**src/sv/bgwb_pkg.sv**
```systemverilog
`timescale 1ns / 1ps

package bgwb_pkg;

  // frame geometry
  localparam int MAX_WIDTH      = 256;
  localparam int MAX_HEIGHT     = 256;
  localparam int COL_W          = $clog2(MAX_WIDTH);
  localparam int ROW_W          = $clog2(MAX_HEIGHT);
  localparam int ADDR_W         = COL_W + ROW_W;

  // field and register widths
  localparam int PIX_W          = 16;
  localparam int DIM_W          = 9;
  localparam int CFG_W          = 9;
  localparam int CFG_IDX_W      = 2;
  localparam int SUM_W          = 32;
  localparam int QUAD_W         = 2 * (DIM_W - 1);

  // gain format, unsigned 8.16
  localparam int GAIN_FRAC_BITS = 16;
  localparam int GAIN_W         = 24;
  localparam int PROD_W         = PIX_W + GAIN_W;
  localparam int SCALED_W       = PROD_W - GAIN_FRAC_BITS;

  // shared divider: sum / quad count, or (green sum of means) << frac / twice a mean
  localparam int DEN_W          = SUM_W + 1;
  localparam int NUM_W          = DEN_W + GAIN_FRAC_BITS;
  localparam int DIV_CNT_W      = $clog2(NUM_W + 1);

  localparam logic [DIM_W-1:0]  RESET_FRAME_DIM = DIM_W'(256);
  localparam logic [GAIN_W-1:0] GAIN_UNITY      = GAIN_W'(1) << GAIN_FRAC_BITS;
  localparam logic [GAIN_W-1:0] GAIN_MAX        = '1;

  // register indexes
  localparam logic [CFG_IDX_W-1:0] CFG_FRAME_WIDTH  = CFG_IDX_W'(0);
  localparam logic [CFG_IDX_W-1:0] CFG_FRAME_HEIGHT = CFG_IDX_W'(1);
  localparam logic [CFG_IDX_W-1:0] CFG_BYTE_MODE    = CFG_IDX_W'(2);

  typedef enum logic {
    FUNC_LOAD  = 1'b0,
    FUNC_FETCH = 1'b1
  } func_t;

  typedef enum logic [1:0] {
    SITE_RED    = 2'd0,
    SITE_GREEN0 = 2'd1,
    SITE_GREEN1 = 2'd2,
    SITE_BLUE   = 2'd3
  } site_t;

  typedef enum logic [2:0] {
    ST_IDLE,
    ST_FETCH_RD,
    ST_FETCH_OUT,
    ST_DIV_START,
    ST_DIV_WAIT
  } state_t;

  typedef enum logic [2:0] {
    STEP_RED_MEAN,
    STEP_G0_MEAN,
    STEP_G1_MEAN,
    STEP_BLUE_MEAN,
    STEP_RED_GAIN,
    STEP_BLUE_GAIN
  } step_t;

  typedef struct packed {
    func_t              func;
    logic [PIX_W-1:0]   pixel_in;
  } bgwb_in_t;

  typedef struct packed {
    logic [PIX_W-1:0]   pixel_out;
    logic               frame_last;
  } bgwb_out_t;

  typedef struct packed {
    logic               start;
    logic [NUM_W-1:0]   dividend;
    logic [DEN_W-1:0]   divisor;
  } div_req_t;

  typedef struct packed {
    logic               done;
    logic [NUM_W-1:0]   quotient;
  } div_rsp_t;

  typedef struct packed {
    logic               en;
    logic [ADDR_W-1:0]  addr;
    logic [PIX_W-1:0]   data;
  } store_wr_t;

  // clamp a dimension into [2, maxv] and force it even
  function automatic logic [DIM_W-1:0] clamp_dim(input logic [DIM_W-1:0] v,
                                                 input logic [DIM_W-1:0] maxv);
    logic [DIM_W-1:0] c;
    c = v;
    if (v < DIM_W'(2)) c = DIM_W'(2);
    if (v > maxv) c = maxv;
    return {c[DIM_W-1:1], 1'b0};
  endfunction

  // bayer site from row and column parity
  function automatic site_t site_of(input logic row_odd, input logic col_odd);
    site_t s;
    if (row_odd) s = col_odd ? SITE_GREEN0 : SITE_RED;
    else         s = col_odd ? SITE_GREEN1 : SITE_BLUE;
    return s;
  endfunction

endpackage

```
**src/sv/bgwb_div.sv**
```systemverilog
`timescale 1ns / 1ps

module bgwb_div import bgwb_pkg::*; (
  input  logic     clk,
  input  logic     rst_n,
  input  div_req_t req,
  output div_rsp_t rsp
);

  logic [NUM_W-1:0]     num_r;
  logic [DEN_W-1:0]     den_r;
  logic [DEN_W-1:0]     rem_r;
  logic [DIV_CNT_W-1:0] cnt_r;
  logic                 busy_r;
  logic                 done_r;

  logic [DEN_W:0]       rem_sh;
  logic [DEN_W:0]       rem_diff;
  logic                 q_bit;

  // one restoring step: shift in next dividend bit, subtract if it fits
  always_comb begin
    rem_sh   = {rem_r, num_r[NUM_W-1]};
    rem_diff = rem_sh - {1'b0, den_r};
    q_bit    = (rem_sh >= {1'b0, den_r});
  end

  // control
  always_ff @(posedge clk) begin
    if (!rst_n) begin
      busy_r <= 1'b0;
      done_r <= 1'b0;
      cnt_r  <= '0;
    end else begin
      done_r <= 1'b0;
      if (req.start) begin
        busy_r <= 1'b1;
        cnt_r  <= DIV_CNT_W'(NUM_W);
      end else if (busy_r) begin
        cnt_r <= cnt_r - DIV_CNT_W'(1);
        if (cnt_r == DIV_CNT_W'(1)) begin
          busy_r <= 1'b0;
          done_r <= 1'b1;
        end
      end
    end
  end

  // datapath, quotient bits shift into the dividend register
  always_ff @(posedge clk) begin
    if (req.start) begin
      num_r <= req.dividend;
      den_r <= req.divisor;
      rem_r <= '0;
    end else if (busy_r) begin
      num_r <= {num_r[NUM_W-2:0], q_bit};
      rem_r <= q_bit ? rem_diff[DEN_W-1:0] : rem_sh[DEN_W-1:0];
    end
  end

  assign rsp.done     = done_r;
  assign rsp.quotient = num_r;

endmodule

```
**config.mk**
```make
export PLATFORM = sky130hd
export DESIGN_NAME = bgwb_div
export DESIGN_NICKNAME = d
export VERILOG_FILES = /design/src/sv/bgwb_pkg.sv /design/src/sv/bgwb_div.sv
export SDC_FILE = /design/constraint.sdc
export NUM_CORES = 1
export LEC_CHECK = 0
export ABC_AREA = 1
export BUFFER_PORTS_ARGS = -buffer_cell sky130_fd_sc_hd__buf_2
export CAP_MARGIN = 30
export CORE_MARGIN = 5
export CORE_UTILIZATION = 62
export CTS_CLUSTER_DIAMETER = 120
export DETAILED_ROUTE_END_ITERATION = 16
export PLACE_DENSITY = 0.87
export SYNTH_ARGS = -nofsm -noshare
export SYNTH_HDL_FRONTEND = slang
export SYNTH_SLANG_ARGS = --single-unit
```
**constraint.sdc**
```tcl
create_clock -name clk -period 5.8 [get_ports clk]
set_clock_uncertainty 0.15 [all_clocks]
set_input_delay 1.16 -clock clk [delete_from_list [all_inputs] [get_ports clk]]
set_output_delay 1.16 -clock clk [all_outputs]
set_load 0.02 [all_outputs]
```
### Word level (Yosys, flattened, before mapping)

Index checks and enable logic that the tools add are counted.

* magnitude comparators: 1
* reduce and logical (&&, ||, !) cells: 3
* add/subtract/negate cells: 2
* muxes and demuxes: 9
* bitwise gates (word level): 2
* eq/ne operators: 1

Operators by type and width (count)
* 49-bit 2-to-1 mux: 2
* 34-bit by 33-bit >= comparator with 1-bit output: 1
* 33-bit 2-to-1 mux: 1
* 33-bit subtractor: 1
* 6-bit 2-to-1 mux: 2
* 6-bit by 1-bit equality test with 1-bit output (second input constant): 1
* 6-bit by 1-bit subtractor with 6-bit output (second input constant): 1
* 1-bit 2-to-1 mux: 4
* 3-bit OR reduction: 1
* 1-bit NOT: 2
* 2-bit nonzero test: 1
* 2-bit OR reduction: 1

* register bits after elaboration: 123
* input port bits: 85
* output and inout port bits: 50

### Longest topological paths before layout

* depth after elaboration: 4
* mapped depth: 17

### Worst setup path before layout

OpenSTA, ideal clock, no wires.

* path type: input to register
* from: in req[82] in the netlist's numbering
* to: reg num_r[0] (enable)
* setup slack: 2.101 ns
* buffers on the path: 2
* stages: 4
* data arrival time: 3.115 ns
* library setup time: 0.433 ns
* path through: clkbuf_1 > nor2_1 > inv_1 > clkbuf_1

* word-level cells in the longest chain between the ends: 1

RTL lines
* start: declaration: line bgwb_div.sv:6 `input div_req_t req,`
* 2-bit nonzero test (no line)
* end signal: assignment: line bgwb_div.sv:52 `num_r <= req.dividend;`
* end signal: assignment: line bgwb_div.sv:56 `num_r <= {num_r[NUM_W-2:0], q_bit};`
* end: declaration: line bgwb_div.sv:10 `logic [NUM_W-1:0] num_r;`

Every way passes these cells.
A chain may end at the register's enable or synchronous reset.

### Final worst setup path

* from: reg num_r[48]
* to: reg rem_r[29]

* word-level cells in the longest chain between the ends: 2

RTL lines
* 33-bit subtractor / 34-bit by 33-bit >= comparator with 1-bit output (equally long branches): line bgwb_div.sv:24, bgwb_div.sv:25
* 33-bit 2-to-1 mux *: line bgwb_div.sv:57 `rem_r <= q_bit ? rem_diff[DEN_W-1:0] : rem_sh[DEN_W-1:0];`
* end signal: assignment: line bgwb_div.sv:57
* end: declaration: line bgwb_div.sv:12 `logic [DEN_W-1:0] rem_r;`

Mark *: on every way between the ends. The rest lies on a longest branch, timed or not.

==> impl_metrics.env <==
export IMPL_cts_buffers=17
export IMPL_areaGrowthSynthToFinish_pct=17.3
export IMPL_dp_hpwl_mm=14.5
export IMPL_place_congestion=0.973
export IMPL_cts_max_path_buffers=2
export IMPL_slew_limit_headroom=0.432
export IMPL_final_util=0.737
export IMPL_cts_sinks=123
export IMPL_worstSetupEndpointType="flop"
export IMPL_htree_num_levels=4
export IMPL_ff_latch_area_um2=3280
export IMPL_yosys_warnings=0
export IMPL_overflow=0
export IMPL_reg2regPathDepth=13
export IMPL_grt_setup_unrepaired="false"
export IMPL_ant_nets=0
export IMPL_hold_viol=0
export IMPL_cap_violations=0
export IMPL_num_vias=7379
export IMPL_finalMaxSlewViolations=0
export IMPL_setup_viol_count_final=0
export IMPL_numPortBuffers=134
export IMPL_finalCritPeriodShare=0.478
export IMPL_critPathKind="reg2reg"
export IMPL_finalPower_mw=2.42
export IMPL_layoutNonFillerInstCount=1424
export IMPL_async_flop_share=0
export IMPL_io_pins=135
export IMPL_n_fill_cell=986
export IMPL_synth_seq_cells=123
export IMPL_grt_pass1_wl_mm=32.0
export IMPL_dr_pass1_iters=6
export IMPL_whs_endpoint="rem_r[23]$_SDFFE_PP0P_"
export IMPL_grt_util_all_layers=0.272
export IMPL_finalHoldWorstSlack_ns=0.327
export IMPL_placedCellCount=1392
export IMPL_die_height_um=123
export IMPL_syn_num_nets=1229
export IMPL_cts_root_buf="clkbuf_16"
export IMPL_p_per_area_nw_per_um2=263
export IMPL_place_area_um2=8640
export IMPL_post_cts_buffers=0
export IMPL_n_antenna_cell=0
export IMPL_r2r_end="rem_r[29]$_SDFFE_PP0P_"
export IMPL_start_kind="flop"
export IMPL_ys_types=35
export IMPL_whs_path_depth=2
export IMPL_avgSynthCellArea_um2=7.10
export IMPL_die_area_um2=15000
export IMPL_fin_ws_ns=3.03
export IMPL_start_util=0.628
export IMPL_multi_input_area_um2=3700
export IMPL_cts_tree="done"
export IMPL_worstPathMaxFanout=36
export IMPL_dr_first_iter_drc_count=575
export IMPL_synth_area_um2=7860
export IMPL_post_route_drc_count=0
export IMPL_ys_seq_area_frac=0.418
export IMPL_std_cell_rows=41
export IMPL_fp_dieW_um=123
export IMPL_synth_edf_count=82
export IMPL_antenna_found_initial=0
export IMPL_min_from="rem_r[23]$_SDFFE_PP0P_"
export IMPL_cts_hold_buf=0
export IMPL_dp_slack_ns=2.62
export IMPL_grt_max_degree=61
export IMPL_r2r_start="num_r[48]$_DFFE_PP_"
export IMPL_cp_arrival_ns=3.00
export IMPL_clk_latency_ns=0.44
export IMPL_ir_worst_vdd_mv=0.239
export IMPL_final_area_um2=9230
export IMPL_post_cts_resized=0
export IMPL_layout_nets=1360
export IMPL_worst_pin_slew_ns=0.851
export IMPL_synth_cells=1108
export IMPL_drive_above_1_share=0.166
export IMPL_grt_pass1_vias=6984
export IMPL_fin_crit_ns=2.77
export IMPL_path_clk_slew_ns=0.06
export IMPL_required_ns=6.02
export IMPL_status="finished, final reports clean"
export IMPL_design_core_area_um2=12500
export IMPL_wire_per_inst_um=14.1
export IMPL_final_setup_tns_ns=0
export IMPL_reg2reg_slack_ns=3.03
export IMPL_hold_class="reg2reg"
export IMPL_synth_flop_cell="edfxtp_1"
export IMPL_fmax_mhz=360
export IMPL_wl_mm=20.0
export IMPL_p_leak_nw=5.06
export IMPL_viasPerCell=5.18
==> worst max-delay path by stage <==
stage,start,to,slack (ns),cells after the start
final,num_r[48]$_DFFE_PP_,rem_r[29]$_SDFFE_PP0P_,3.03,13
after global routing,num_r[48]$_DFFE_PP_,rem_r[2]$_SDFFE_PP0P_,2.77,13
after CTS,num_r[48]$_DFFE_PP_,rem_r[2]$_SDFFE_PP0P_,3.05,13
after detailed placement,req[82],num_r[13]$_DFFE_PP_,2.62,5
after global placement,req[82],num_r[13]$_DFFE_PP_,2.68,5
after floorplan,req[82],num_r[0]$_DFFE_PP_,2.10,4
==> power by group <==
part / switching, mW / leakage (nW) / internal [mW] / total [mW]
Clock: 0.425 / 0.288 / 0.638 / 1.06
Sequential: 0.0319 / 1.16 / 1.01 / 1.04
Combinational: 0.214 / 3.61 / 0.107 / 0.321
Total: 0.671 / 5.06 / 1.75 / 2.42
==> kinds of logic after synthesis <==
logic type	count (synthesis)	synth area share
flops	123	0.418
compound gates	47	0.0325
simple gates	664	0.362
fa+ha+maj	36	0.0582
xor+xnor	16	0.0178
buf+inv	222	0.112
==> critical path, stage by stage, from the launching register on <==
cell and delay, ns:
edfxtp_1 0.38, inv_1 0.09, ha_1 0.14, inv_1 0.08
fa_1 0.45, nand3_1 0.14, nand3_2 0.14, nand2_1 0.12
nand2_2 0.08, nand2_4 0.35, nand2_8 0.25, nand3_1 0.18
nand2_1 0.07, nand2_1 0.06
==> routing by layer <==
| layer | track usage | vias up | part of all wire |
|---|---|---|---|
| li1 | - | 3706 | - |
| met1 | 0.347 | 3335 | 0.42 |
| met2 | 0.453 | 293 | 0.48 |
| met3 | 0.0700 | 45 | 0.080 |
| met4 | 0.0910 | 0 | 0.023 |
| met5 | 0 | - | 0 |
==> cell usage in the layout, fill, tap and decap left out, types with 5 or more instances in the layout <==
cell and instances:
nor3_1 7, nand2_1 471, edfxtp_1 82, o21ai_1 10, xnor2_1 16, inv_1 184, nand3b_1 13, nand4_1 9
nand2_2 10, dfxtp_1 41, nor2_2 7, buf_4 5, inv_2 10, ha_1 35, a21oi_1 23, o21bai_1 6
o21ai_0 5, nand3_1 86, buf_2 134, nor2_1 45, clkbuf_16 17
==> synthesized netlist by cell type, types with 2 or more instances <==
| cell type | number | area share |
|---|---|---|
| a21oi_1 | 23 | 0.015 |
| a31oi_1 | 2 | 0.0016 |
| and2_1 | 4 | 0.0032 |
| buf_2 | 6 | 0.0038 |
| buf_4 | 3 | 0.0029 |
| buf_6 | 4 | 0.0057 |
| clkbuf_1 | 14 | 0.0067 |
| dfxtp_1 | 41 | 0.10 |
| edfxtp_1 | 82 | 0.31 |
| ha_1 | 35 | 0.056 |
| inv_1 | 185 | 0.088 |
| inv_2 | 9 | 0.0043 |
| nand2_1 | 471 | 0.22 |
| nand2_2 | 10 | 0.0080 |
| nand3_1 | 86 | 0.055 |
| nand3_2 | 2 | 0.0025 |
| nand3b_1 | 13 | 0.012 |
| nand4_1 | 9 | 0.0072 |
| nor2_1 | 46 | 0.022 |
| nor2_2 | 6 | 0.0048 |
| nor2_4 | 3 | 0.0043 |
| nor2_8 | 2 | 0.0051 |
| nor3_1 | 7 | 0.0045 |
| o21ai_0 | 5 | 0.0032 |
| o21ai_1 | 10 | 0.0064 |
| o21bai_1 | 6 | 0.0057 |
| xnor2_1 | 16 | 0.018 |
==> layout make-up <==
type                       instances  area share
tap                              172      0.0233
inverter                         195      0.0793
clock buffer                      17      0.0461
sequential                       123       0.356
multi-input combinational        763       0.401
timing repair buffer             139      0.0767
clock inverter                    15      0.0176
==> sequential cells by signal (all words and copies together), names as in the netlist <==
name    flops
busy_r      1
done_r      1
num_r      49
rem_r      33
den_r      33
cnt_r       6
No activity file was read; power rests on OpenSTA's default activity.
