## src/sv/bgwb_pkg.sv

```systemverilog
`timescale 1ns / 1ps

package bgwb_pkg;

  // frame geometry
  localparam int MAX_WIDTH      = 256;
  localparam int MAX_HEIGHT     = 256;
  localparam int COL_W          = $clog2(MAX_WIDTH);
  localparam int ROW_W          = $clog2(MAX_HEIGHT);
  localparam int ADDR_W         = COL_W + ROW_W;

  // field and register widths
  localparam int PIX_W          = 16;
  localparam int DIM_W          = 9;
  localparam int CFG_W          = 9;
  localparam int CFG_IDX_W      = 2;
  localparam int SUM_W          = 32;
  localparam int QUAD_W         = 2 * (DIM_W - 1);

  // gain format, unsigned 8.16
  localparam int GAIN_FRAC_BITS = 16;
  localparam int GAIN_W         = 24;
  localparam int PROD_W         = PIX_W + GAIN_W;
  localparam int SCALED_W       = PROD_W - GAIN_FRAC_BITS;

  // shared divider: sum / quad count, or (green sum of means) << frac / twice a mean
  localparam int DEN_W          = SUM_W + 1;
  localparam int NUM_W          = DEN_W + GAIN_FRAC_BITS;
  localparam int DIV_CNT_W      = $clog2(NUM_W + 1);

  localparam logic [DIM_W-1:0]  RESET_FRAME_DIM = DIM_W'(256);
  localparam logic [GAIN_W-1:0] GAIN_UNITY      = GAIN_W'(1) << GAIN_FRAC_BITS;
  localparam logic [GAIN_W-1:0] GAIN_MAX        = '1;

  // register indexes
  localparam logic [CFG_IDX_W-1:0] CFG_FRAME_WIDTH  = CFG_IDX_W'(0);
  localparam logic [CFG_IDX_W-1:0] CFG_FRAME_HEIGHT = CFG_IDX_W'(1);
  localparam logic [CFG_IDX_W-1:0] CFG_BYTE_MODE    = CFG_IDX_W'(2);

  typedef enum logic {
    FUNC_LOAD  = 1'b0,
    FUNC_FETCH = 1'b1
  } func_t;

  typedef enum logic [1:0] {
    SITE_RED    = 2'd0,
    SITE_GREEN0 = 2'd1,
    SITE_GREEN1 = 2'd2,
    SITE_BLUE   = 2'd3
  } site_t;

  typedef enum logic [2:0] {
    ST_IDLE,
    ST_FETCH_RD,
    ST_FETCH_OUT,
    ST_DIV_START,
    ST_DIV_WAIT
  } state_t;

  typedef enum logic [2:0] {
    STEP_RED_MEAN,
    STEP_G0_MEAN,
    STEP_G1_MEAN,
    STEP_BLUE_MEAN,
    STEP_RED_GAIN,
    STEP_BLUE_GAIN
  } step_t;

  typedef struct packed {
    func_t              func;
    logic [PIX_W-1:0]   pixel_in;
  } bgwb_in_t;

  typedef struct packed {
    logic [PIX_W-1:0]   pixel_out;
    logic               frame_last;
  } bgwb_out_t;

  typedef struct packed {
    logic               start;
    logic [NUM_W-1:0]   dividend;
    logic [DEN_W-1:0]   divisor;
  } div_req_t;

  typedef struct packed {
    logic               done;
    logic [NUM_W-1:0]   quotient;
  } div_rsp_t;

  typedef struct packed {
    logic               en;
    logic [ADDR_W-1:0]  addr;
    logic [PIX_W-1:0]   data;
  } store_wr_t;

  // clamp a dimension into [2, maxv] and force it even
  function automatic logic [DIM_W-1:0] clamp_dim(input logic [DIM_W-1:0] v,
                                                 input logic [DIM_W-1:0] maxv);
    logic [DIM_W-1:0] c;
    c = v;
    if (v < DIM_W'(2)) c = DIM_W'(2);
    if (v > maxv) c = maxv;
    return {c[DIM_W-1:1], 1'b0};
  endfunction

  // bayer site from row and column parity
  function automatic site_t site_of(input logic row_odd, input logic col_odd);
    site_t s;
    if (row_odd) s = col_odd ? SITE_GREEN0 : SITE_RED;
    else         s = col_odd ? SITE_GREEN1 : SITE_BLUE;
    return s;
  endfunction

endpackage

```

## src/sv/bgwb_scale.sv

```systemverilog
`timescale 1ns / 1ps

module bgwb_scale import bgwb_pkg::*; (
  input  logic              clk,
  input  logic              en,
  input  logic [PIX_W-1:0]  pixel,
  input  logic [GAIN_W-1:0] gain,
  output logic [PIX_W-1:0]  scaled
);

  logic [PROD_W-1:0]   prod;
  logic [SCALED_W-1:0] scaled_r;

  // pixel times gain, fraction dropped
  assign prod = PROD_W'(pixel) * PROD_W'(gain);

  always_ff @(posedge clk) begin
    if (en) begin
      scaled_r <= prod[PROD_W-1:GAIN_FRAC_BITS];
    end
  end

  // saturate to full scale
  assign scaled = (|scaled_r[SCALED_W-1:PIX_W]) ? '1 : scaled_r[PIX_W-1:0];

endmodule

```

## config.mk

```make
export PLATFORM = sky130hd
export DESIGN_NAME = bgwb_scale
export DESIGN_NICKNAME = d
export VERILOG_FILES = /design/src/sv/bgwb_pkg.sv /design/src/sv/bgwb_scale.sv
export SDC_FILE = /design/constraint.sdc
export NUM_CORES = 1
export LEC_CHECK = 0
export BUFFER_PORTS_ARGS = -buffer_cell sky130_fd_sc_hd__buf_2
export CAP_MARGIN = 20
export CORE_ASPECT_RATIO = 0.5
export CORE_MARGIN = 1.5
export CORE_UTILIZATION = 65
export CTS_BUF_LIST = sky130_fd_sc_hd__clkbuf_4
export CTS_CLUSTER_DIAMETER = 50
export DETAILED_ROUTE_END_ITERATION = 16
export MAX_ROUTING_LAYER = met4
export PLACE_DENSITY = 0.84
export SLEW_MARGIN = 40
export SYNTH_ARGS = -nofsm -noshare
export SYNTH_HDL_FRONTEND = slang
export SYNTH_SLANG_ARGS = --single-unit
export TNS_END_PERCENT = 1
```

## constraint.sdc

```tcl
create_clock -name clk -period 8.2 [get_ports clk]
set_input_delay 0.41 -clock clk [delete_from_list [all_inputs] [get_ports clk]]
set_output_delay 0.41 -clock clk [all_outputs]
set_load 0.005 [all_outputs]
```

# Word-level counts from Yosys, hierarchy flattened
# Index checks and enable logic that the tools add are counted.
# word_totals
regBits	24
in_bits	42
output_inout_bits	16
wordCells	4
# op_classes
n_mul	1
n_mux	1
reduce_logical	1
# ops
operator	count
$mul A16 B24 Y40	1
$mux W16	1
$reduce_or A8 Y1	1

# Depth between registers and ports, before layout
# Gate-level depths: netlist of the first run.
# depth
word_depth	2
mapped_depth	23
ltp_nobuf	22

# Worst setup path before layout of the first run
# OpenSTA, ideal clock, no wires.
# synth_timing
kind	input -> register
startpoint	input gain[13]
endpoint	register scaled_r[23] (data pin)
setup_time_ns	0.270
arrival_time_ns	5.610
required_ns	7.930
slack_ns	2.320
cell_stages	22
path_buffers	1
path_cell_list	clkbuf_1 nand2_1 fa_1 inv_1 fa_1 inv_1 fa_1 inv_1 fa_1 fa_1 inv_1 fa_1 inv_1 ha_1 a21o_1 a21oi_1 o21a_1 a31oi_1 a221o_1 a211oi_2 nand2b_1 o311ai_1
# synth_via
elab_chain_cells	1
# synth_rtl
item	line_no	source
from (decl)	bgwb_scale.sv:7	input logic [GAIN_W-1:0] gain,
$mul A16 B24 Y40	bgwb_scale.sv:15	assign prod = PROD_W'(pixel) * PROD_W'(gain);
net prod[39]	bgwb_scale.sv:11	logic [PROD_W-1:0] prod;
to (signal assigned)	bgwb_scale.sv:19	scaled_r <= prod[PROD_W-1:GAIN_FRAC_BITS];
to (decl)	bgwb_scale.sv:12	logic [SCALED_W-1:0] scaled_r;
# The timed path passes the listed nets, and every way through them passes these cells.
# A chain may end at the register's enable or synchronous reset.

# Worst setup path in the final report of the first run
# layout_timing
startpoint	input pixel[7]
endpoint	register scaled_r[13] (data pin)
# layout_via
elab_chain_cells	1
# layout_rtl
item	line_no	source
from (decl)	bgwb_scale.sv:6	input logic [PIX_W-1:0] pixel,
$mul A16 B24 Y40	bgwb_scale.sv:15	
net prod[29]	bgwb_scale.sv:11	
# The timed path passes the listed nets, and every way through them passes these cells.

==> summary.md, run 1 <==
| Metric | Value |
|---|---|
| Post-synthesis async set-or-reset flop share | `0` |
| Clock root cell | `clkbuf_4` |
| Ant diodes | `0` |
| GRT Residual Overflow | `0` |
| DR iter-0 viols | `573` |
| Setup TNS | `0 ns` |
| GR peak layer | `met2` |
| Worst setup path startpoint | `pixel[7]` |
| Fillers | `1491` |
| Site row count | `36` |
| Critical Path, Cell by Cell | `buf_2, nand2_1, fa_1, inv_1, fa_1, fa_1, fa_1, fa_1, inv_1, fa_1, inv_1, ha_1, a21o_1, o21bai_1, a22oi_1, nand3_1, a31oi_1, o21ai_1, a21oi_1, xnor2_1` |
| IO Port Bufs | `57` |
| Initial antenna violation count | `0` |
| Post-Synthesis Cells | `1419` |
| Final worst-path cycle share | `0.754` |
| Post-synth EDFFs | `24` |
| Critical path launch point type | `input pin` |
| Chip width | `201 µm` |
| Max Fclk | `162 MHz` |
| Most used cell, CP | `fa_1` |
| Die area | `0.0206 mm²` |
| Hold Crit Class | `input pin to flop` |
| Synth Flop Type | `edfxtp_1` |
| Via count | `9498` |
| Clock sink total | `24` |
| Max Cap Viol | `0` |
| Worst-Margin Slew | `0.536 ns` |
| Final Max Tran Viols | `0` |
| HPWL Detailed | `23200 µm` |
| Layout Nets | `1877` |
| Total Routed Length | `27700 µm` |
| Fin crit period | `6.18 ns` |
| Post-detailed-route count of antenna-violating nets | `0` |
| RSZ-0062 raised after global routing | `false` |
| First drt pass iteration count | `7` |
| CTS tree | `built` |
| Final setup vio count | `0` |
| Seq/Total Area, Yosys | `0.0564` |
| Synthesized area per cell | `9.01 µm²` |
| CP max FO | `24` |
| Area growth syn-to-layout | `3.48%` |
| Die height | `102 µm` |
| CP Class | `input pin to flop` |
| Post-Syn Area | `0.0128 mm²` |
| Postcts setup bufs | `0` |
| Final Hold Fails | `0` |
| Routing usage on met2 | `0.526` |
| Clk buf depth | `2` |
| Count of cell types in the netlist | `48` |
| Max reg flops | `24` |
| Critical Path AT | `6.29 ns` |
| Inserted Clock Buffers | `3` |
| First-pass GRT wire length | `46900 µm` |
| Crit path capture | `scaled_r[13]` |
| Slowest stage cell, crit path | `fa_1` |
| Req. time, crit path | `8.31 ns` |
| Vias in the first global route | `10300` |
| CP Capture Type | `flop` |
| Synth Net Count | `1875` |
| Area of the core | `0.0194 mm²` |
| Initial Util | `0.660` |
| GRT met1 Usage | `0.349` |
| Biggest register | `scaled_r` |
| H-tree Lvls | `1` |
| DR WL/cell | `16.4 µm` |
| Largest stage delay, worst path | `0.56 ns` |
| GR Util met3 | `0.0348` |
| #FFs+latches synth | `24` |
| Rel. slew slack | `0.643` |
| Num ports | `58` |
| Routability cong. | `0.917` |
| Clk pin slew, worst setup/hold paths | `0.14 ns` |
| # DRC | `0` |
| Share of layout cells above drive strength 1 | `0.0585` |
| Status | `completed` |
| Synth Warn # | `0` |
| Largest regs | `scaled_r (24)` |
| Gr usage total | `0.295` |
| Cts repair resizes | `0` |
| Cts hold-fix bufs | `0` |
| Number of vias per cell | `5.63` |
| Largest net degree at the start of global routing | `25` |
area by class of cell:
cell class | count | area [µm²] | area share
multi-input cells | 983 | 10500 | 0.795
clock inverters | 1 | 30.0 | 0.00227
clock buffers | 3 | 22.5 | 0.00170
flip-flops and latches | 24 | 721 | 0.0545
repair buffers | 57 | 285 | 0.0216
inverters | 352 | 1320 | 0.0998
well taps | 266 | 333 | 0.0252
worst min-delay path by stage:
stage                         to         from  cells after the start
global route        scaled_r[20]           en                      1
CTS                 scaled_r[22]           en                      1
detailed placement     scaled[8]  scaled_r[8]                      2
global placement       scaled[9]  scaled_r[9]                      2
floorplan            scaled_r[0]           en                      0
finish              scaled_r[21]           en                      1
Yosys cell counts, types with 4 or more instances:
| master | number | area (µm²) |
|---|---|---|
| a31oi_1 | 4 | 25.0 |
| and3_1 | 4 | 25.0 |
| ha_1 | 109 | 1360 |
| nand2_1 | 226 | 848 |
| o21bai_1 | 4 | 30.0 |
| edfxtp_1 | 24 | 721 |
| a21oi_1 | 31 | 155 |
| fa_1 | 305 | 6110 |
| o21ai_0 | 9 | 45.0 |
| nand4_1 | 10 | 62.6 |
| nand3_1 | 6 | 30.0 |
| nor2_1 | 14 | 52.6 |
| a21o_1 | 10 | 75.1 |
| or2_2 | 16 | 100 |
| inv_1 | 352 | 1320 |
| xnor2_1 | 19 | 166 |
| and2_1 | 169 | 1060 |
| xor2_1 | 5 | 43.8 |
| clkbuf_1 | 60 | 225 |
kinds of logic (layout without fill, tap and decap cells):
kind of cell             Yosys count  after routing  synth area share
buffers and inverters            412            413             0.121
AND/OR/NAND/NOR                  460            460             0.178
XOR/XNOR                          24             24            0.0164
flip-flops                        24             24            0.0564
adder cells (fa/ha/maj)          414            414             0.584
AO/OA/AOI/OAI                     85             85            0.0441
cell usage in the layout (no fill, tap or decap), types with 2 or more instances in the layout:
| cell type | count |
|---|---|
| and3_1 | 4 |
| ha_1 | 109 |
| nand2_1 | 226 |
| nor2b_1 | 3 |
| o21a_1 | 3 |
| o21ai_0 | 9 |
| a21oi_1 | 31 |
| o21bai_1 | 4 |
| nand3_1 | 6 |
| edfxtp_1 | 24 |
| inv_1 | 352 |
| buf_2 | 57 |
| xnor2_1 | 19 |
| nor2_1 | 14 |
| o211ai_1 | 3 |
| a22oi_1 | 2 |
| a211oi_1 | 2 |
| fa_1 | 305 |
| or3_1 | 3 |
| or2_2 | 16 |
| clkbuf_4 | 3 |
| xor2_1 | 5 |
| nor4_1 | 3 |
| and2_1 | 169 |
| nand2b_1 | 2 |
| nand4_1 | 10 |
| a31oi_1 | 4 |
| a21o_1 | 10 |
through the flow:
step | util | hold slack (ns) | worst slack (ns) | instance area (µm²) | cells
CTS | 0.683 | 0.575 | 2.09 | 13200 | 1686
floorplan | - | 0.522 | 2.32 | 12800 | 1419
global route | 0.683 | 0.590 | 1.74 | 13200 | 1686
global placement | 0.680 | 0.887 | 1.85 | 13200 | 1682
detailed placement | 0.680 | 0.891 | 1.70 | 13200 | 1682
finish | 0.683 | 0.576 | 2.02 | 13200 | 1686
critical path: cells and delay by family:
| family | cells | cell delay [ns] |
|---|---|---|
| XOR/XNOR | 1 | 0.08 |
| buffers and inverters | 4 | 0.55 |
| adder cells (fa/ha/maj) | 7 | 3.38 |
| AND/OR/NAND/NOR | 2 | 0.35 |
| AO/OA/AOI/OAI | 6 | 1.49 |
per-layer routing:
layer / vias to the layer above / part of all wire
met3: 95 / 0.062
met1: 4875 / 0.38
met4: 0 / 0.034
li1: 4160 / -
met2: 368 / 0.53
met5: - / 0
Power of run 1 is not shown: default switching activity piles up to over one toggle a cycle in this logic, so the estimate is an artifact.
==> inputs of run 2 (changes only) <==
Settings changed: ABC_AREA set to 1, CORE_UTILIZATION 65 to 60, PLACE_DENSITY 0.84 to 0.81.
Clock period 8.2 ns to 5.45 ns, I/O delays scaled along.
==> summary.md, run 2 <==
| Metric | Value |
|---|---|
| Status | `completed` |
| CP Capture Type | `flop` |
| Chip width | `217 µm` |
| Postcts setup bufs | `0` |
| Largest stage delay, worst path | `0.53 ns` |
| Fin crit period | `5.34 ns` |
| Post-synth EDFFs | `24` |
| Initial Util | `0.624` |
| WP buf/inv | `8` |
| Count of cell types in the netlist | `32` |
| Area growth syn-to-layout | `11.1%` |
| Max Fclk | `187 MHz` |
| Vias in the first global route | `11800` |
| Hold path start | `en` |
| Synth Warn # | `0` |
| #FFs+latches synth | `24` |
| Inserted Clock Buffers | `3` |
| Clk buf depth | `2` |
| Worst Hold Depth | `1` |
| Gr usage total | `0.296` |
| Layout Nets | `2407` |
| First-pass GRT wire length | `54800 µm` |
| Hold Crit Class | `input pin to flop` |
| Area of the core | `0.0221 mm²` |
| DR WL/cell | `14.4 µm` |
| Num ports | `58` |
| Fillers | `1812` |
| Clock sink total | `24` |
| Share of the synthesized area in the top cell type | `0.443` |
| RSZ-0062 raised after global routing | `true` |
| CP Class | `input pin to flop` |
| Post-synth top area cell | `fa_1` |
| Max Cap Viol | `0` |
| Clock root cell | `clkbuf_4` |
| H-tree Lvls | `1` |
| Post-route insts no fill | `2250` |
| Rel. slew slack | `0.633` |
| Cts hold-fix bufs | `0` |
| Die area | `0.0240 mm²` |
| Final Max Tran Viols | `0` |
| Share of layout cells above drive strength 1 | `0.108` |
| Slowest stage cell, crit path | `fa_1` |
| Worst-Margin Slew | `0.551 ns` |
| Largest regs | `scaled_r (24)` |
| Final Hold Fails | `0` |
| Seq/Total Area, Yosys | `0.0523` |
| Final worst-path cycle share | `0.979` |
| Site row count | `38` |
| CTS tree | `built` |
| Critical path's top delay family | `adder cells` |
| GRT Residual Overflow | `0` |
| # DRC | `0` |
| Ant diodes | `0` |
| Count leader, synth | `inv_1` |
| DR iter-0 viols | `963` |
| Register area | `721 µm²` |
| IO Port Bufs | `57` |
| Post-synthesis async set-or-reset flop share | `0` |
| Setup WS post-layout | `0.113 ns` |
| Max reg flops | `24` |
| Commonest non-fill, non-tap cell in the layout | `inv_1` |
| Die height | `110 µm` |
| Most frequent cells in the layout | `inv_1 (583), nand2_1 (522), fa_1 (305), buf_4 (130), ha_1 (109)` |
| Dpl ws | `-0.250 ns` |
| First drt pass iteration count | `6` |
| Req. time, crit path | `5.54 ns` |
| Biggest register | `scaled_r` |
| Min-Delay Endpoint | `scaled_r[15]` |
| Most frequent cells after synthesis | `inv_1 (583), nand2_1 (523), fa_1 (305)` |
| Core Util, Final | `0.693` |
| Multi-input logic area | `0.0106 mm²` |
| Initial antenna violation count | `0` |
| Total Routed Length | `32500 µm` |
| Critical Path AT | `5.43 ns` |
| Via count | `11500` |
| Final setup vio count | `0` |
| HPWL Detailed | `28700 µm` |
| Synth Net Count | `2295` |
| CP max FO | `10` |
| Placed insts | `2246` |
| Dominant cells by area after synthesis | `fa_1 (44%), inv_1 (16%), nand2_1 (14%)` |
| Number of vias per cell | `5.13` |
| Critical path launch point type | `input pin` |
| Largest net degree at the start of global routing | `25` |
| Routability cong. | `0.974` |
| Post-Synthesis Cells | `1839` |
| Synthesized area per cell | `7.50 µm²` |
| Post-detailed-route count of antenna-violating nets | `0` |
| Most used cell, CP | `fa_1` |
| Synth Flop Type | `edfxtp_1` |
| Clk pin slew, worst setup/hold paths | `0.13 ns` |
| Setup TNS | `0 ns` |
| Critical Path, Cell by Cell | `clkbuf_4, buf_12, nand2_1, inv_1, fa_1, inv_1, fa_1, inv_1, fa_1, fa_1, fa_1, inv_1, fa_1, inv_1, ha_1, a21o_1, or2_1, a21oi_1, buf_4, nor2_1, nor2_1, nand2_1, nand2_1, nand2_1` |
| Post-Syn Area | `0.0138 mm²` |
-- run 2: repair_timing --
action | in CTS | in global routing
hold endpoints to repair | 0 | 0
endpoints found under the setup margin | 0 | 19
gates resized for setup | 0 | 35
-- run 2: kinds of logic after synthesis --
| kind of cell | share of synthesized area |
|---|---|
| and+or+nand+nor | 0.180 |
| buffers and inverters | 0.181 |
| xor gates and xnor gates | 0.00953 |
| adders and majority gates | 0.542 |
| AOI/OAI and AO/OA | 0.0363 |
| DFF | 0.0523 |
-- run 2: layout make-up --
| cell class | count | area share |
|---|---|---|
| Multi-Input combinational cell | 1151 | 0.693 |
| Tap cell | 300 | 0.0245 |
| Clock buffer | 3 | 0.00147 |
| Timing Repair Buffer | 187 | 0.0885 |
| Clock inverter | 1 | 0.00196 |
| Sequential cell | 24 | 0.0470 |
| Inverter | 584 | 0.143 |
-- run 2: metal layers --
| metal | wire (µm) | GRT usage | up-vias |
|---|---|---|---|
| li1 | - | - | 5370 |
| met1 | 14000 | 0.400 | 5661 |
| met2 | 15400 | 0.497 | 452 |
| met3 | 2530 | 0.0373 | 58 |
| met4 | 474 | 0.0466 | 0 |
| met5 | 0 | - | - |
-- run 2: worst max path at each step --
stage | from | endpoint | slack [ns] | cells past startpoint
2_1_floorplan | gain[13] | scaled_r[12] | -0.0007 | 22
3_3_place_gp | gain[17] | scaled_r[14] | -0.17 | 22
3_5_place_dp | pixel[5] | scaled_r[17] | -0.25 | 21
4_1_cts | pixel[5] | scaled_r[17] | 0.09 | 21
5_1_grt | pixel[10] | scaled_r[20] | -0.04 | 24
6_report | pixel[10] | scaled_r[22] | 0.11 | 24
-- run 2: metrics by stage --
step	hold slack, ns	cell area [µm²]
after floorplan	0.385	13800
after detailed placement	0.749	15200
after global placement	0.744	15200
final	0.469	15300
after global routing	0.474	15300
after CTS	0.470	15200
Power of run 2 is left out for the same reason.
==> inputs of run 3 (changes only) <==
Settings changed: CORE_MARGIN 1.5 to unset.
==> summary.md, run 3 (synthesis gave the netlist of run 2 again) <==
| Metric | Value |
|---|---|
| IO Port Bufs | `57` |
| Post-Place Cell Area | `0.0152 mm²` |
| Num ports | `58` |
| Commonest non-fill, non-tap cell in the layout | `inv_1` |
| # DRC | `0` |
| Worst-Margin Slew | `0.561 ns` |
| Max reg flops | `24` |
| Cts hold-fix bufs | `0` |
| Clk buf depth | `2` |
| Area growth syn-to-layout | `11.6%` |
| Critical path launch point type | `input pin` |
| Final worst-path cycle share | `0.964` |
| Clock root cell | `clkbuf_4` |
| Initial antenna violation count | `0` |
| Hold Crit Class | `input pin to flop` |
| Largest regs | `scaled_r (24)` |
| Routing usage on met2 | `0.494` |
| H-tree Lvls | `1` |
| Post-detailed-route count of antenna-violating nets | `0` |
| Max Fclk | `190 MHz` |
| Setup TNS | `0 ns` |
| Initial Util | `0.624` |
| Vias in the first global route | `11700` |
| Area of the core | `0.0221 mm²` |
| Share of layout cells above drive strength 1 | `0.113` |
| Die area | `0.0236 mm²` |
| Most used cell, CP | `fa_1` |
| Postcts setup bufs | `0` |
| DR iter-0 viols | `966` |
| Routability cong. | `0.947` |
| GR Util met3 | `0.0326` |
| Rel. slew slack | `0.623` |
| Total Routed Length | `32200 µm` |
| Die height | `109 µm` |
| Via count | `11700` |
| Critical path's top delay family | `adder cells` |
| Clk pin slew, worst setup/hold paths | `0.14 ns` |
| Max Cap Viol | `0` |
| Largest stage delay, worst path | `0.54 ns` |
| CP Class | `input pin to flop` |
| Chip width | `216 µm` |
| Final setup vio count | `0` |
| GR peak layer | `met2` |
| Placed insts | `2252` |
| Biggest register | `scaled_r` |
| Number of vias per cell | `5.18` |
| Clock sink total | `24` |
| WP buf/inv | `8` |
| Post-route cell area | `0.0154 mm²` |
| Site row count | `38` |
| HPWL Detailed | `28600 µm` |
| CP Capture Type | `flop` |
| Inserted Clock Buffers | `3` |
| Largest net degree at the start of global routing | `25` |
| CTS tree | `built` |
| Final Hold Fails | `0` |
| Layout Nets | `2413` |
| Gr usage total | `0.299` |
| First-pass GRT wire length | `55000 µm` |
| Slowest stage cell, crit path | `fa_1` |
| DR WL/cell | `14.3 µm` |
| GRT Residual Overflow | `0` |
| Most frequent cells in the layout | `inv_1 (583), nand2_1 (523), fa_1 (305), buf_4 (134), ha_1 (108)` |
| Status | `completed` |
| RSZ-0062 raised after global routing | `true` |
| Final Max Tran Viols | `0` |
| First drt pass iteration count | `6` |
| Req. time, crit path | `5.55 ns` |
| Post-route insts no fill | `2256` |
| CP max FO | `12` |
| GRT met1 Usage | `0.408` |
| Ant diodes | `0` |
| Fin crit period | `5.25 ns` |
| Critical Path, Cell by Cell | `buf_2, buf_4, buf_4, nand2_1, inv_1, fa_1, fa_1, fa_1, fa_1, fa_1, inv_1, fa_1, inv_1, ha_1, nand2_1, buf_4, nor2_1, inv_1, nor3_1, nand3_1, nand3_2, nand2_1` |
| Critical Path AT | `5.36 ns` |
-- run 3: cell types whose count changed in the layout (fill, tap and decap cells not counted), sizes merged --
cell    change
buf         +3
clkbuf      +3
-- run 3: through the flow --
step	utilization	setup WS, ns	hold slack [ns]
3_5_place_dp	0.689	-0.300	0.750
3_3_place_gp	0.689	-0.202	0.744
2_1_floorplan	-	-0.000712	0.385
6_report	0.696	0.198	0.453
5_1_grt	0.696	-0.0232	0.469
4_1_cts	0.691	0.0412	0.472
-- run 3: routing by layer --
metal / up-vias / wire, µm
met5: - / 0
met4: 0 / 538
met3: 65 / 2820
met2: 526 / 15400
met1: 5710 / 13500
li1: 5386 / -
-- run 3: area by class of cell --
type | count | area [µm²]
clock buffer | 3 | 22.5
clock inverter | 1 | 30.0
tap | 300 | 375
timing repair buffer | 193 | 1400
sequential | 24 | 721
multi-input combinational | 1151 | 10700
inverter | 584 | 2190
fill | 1790 | 6710
-- run 3: worst paths after layout --
| kind | startpoint | end | depth (start not counted) |
|---|---|---|---|
| max | gain[9] | scaled_r[17] | 22 |
| min | en | scaled_r[15] | 1 |
-- run 3: timing repair --
item                                    in CTS  in global routing
endpoints found under the setup margin       0                 24
hold endpoints to repair                     0                  0
resized for setup                            0                 40
Power of run 3 is left out for the same reason.
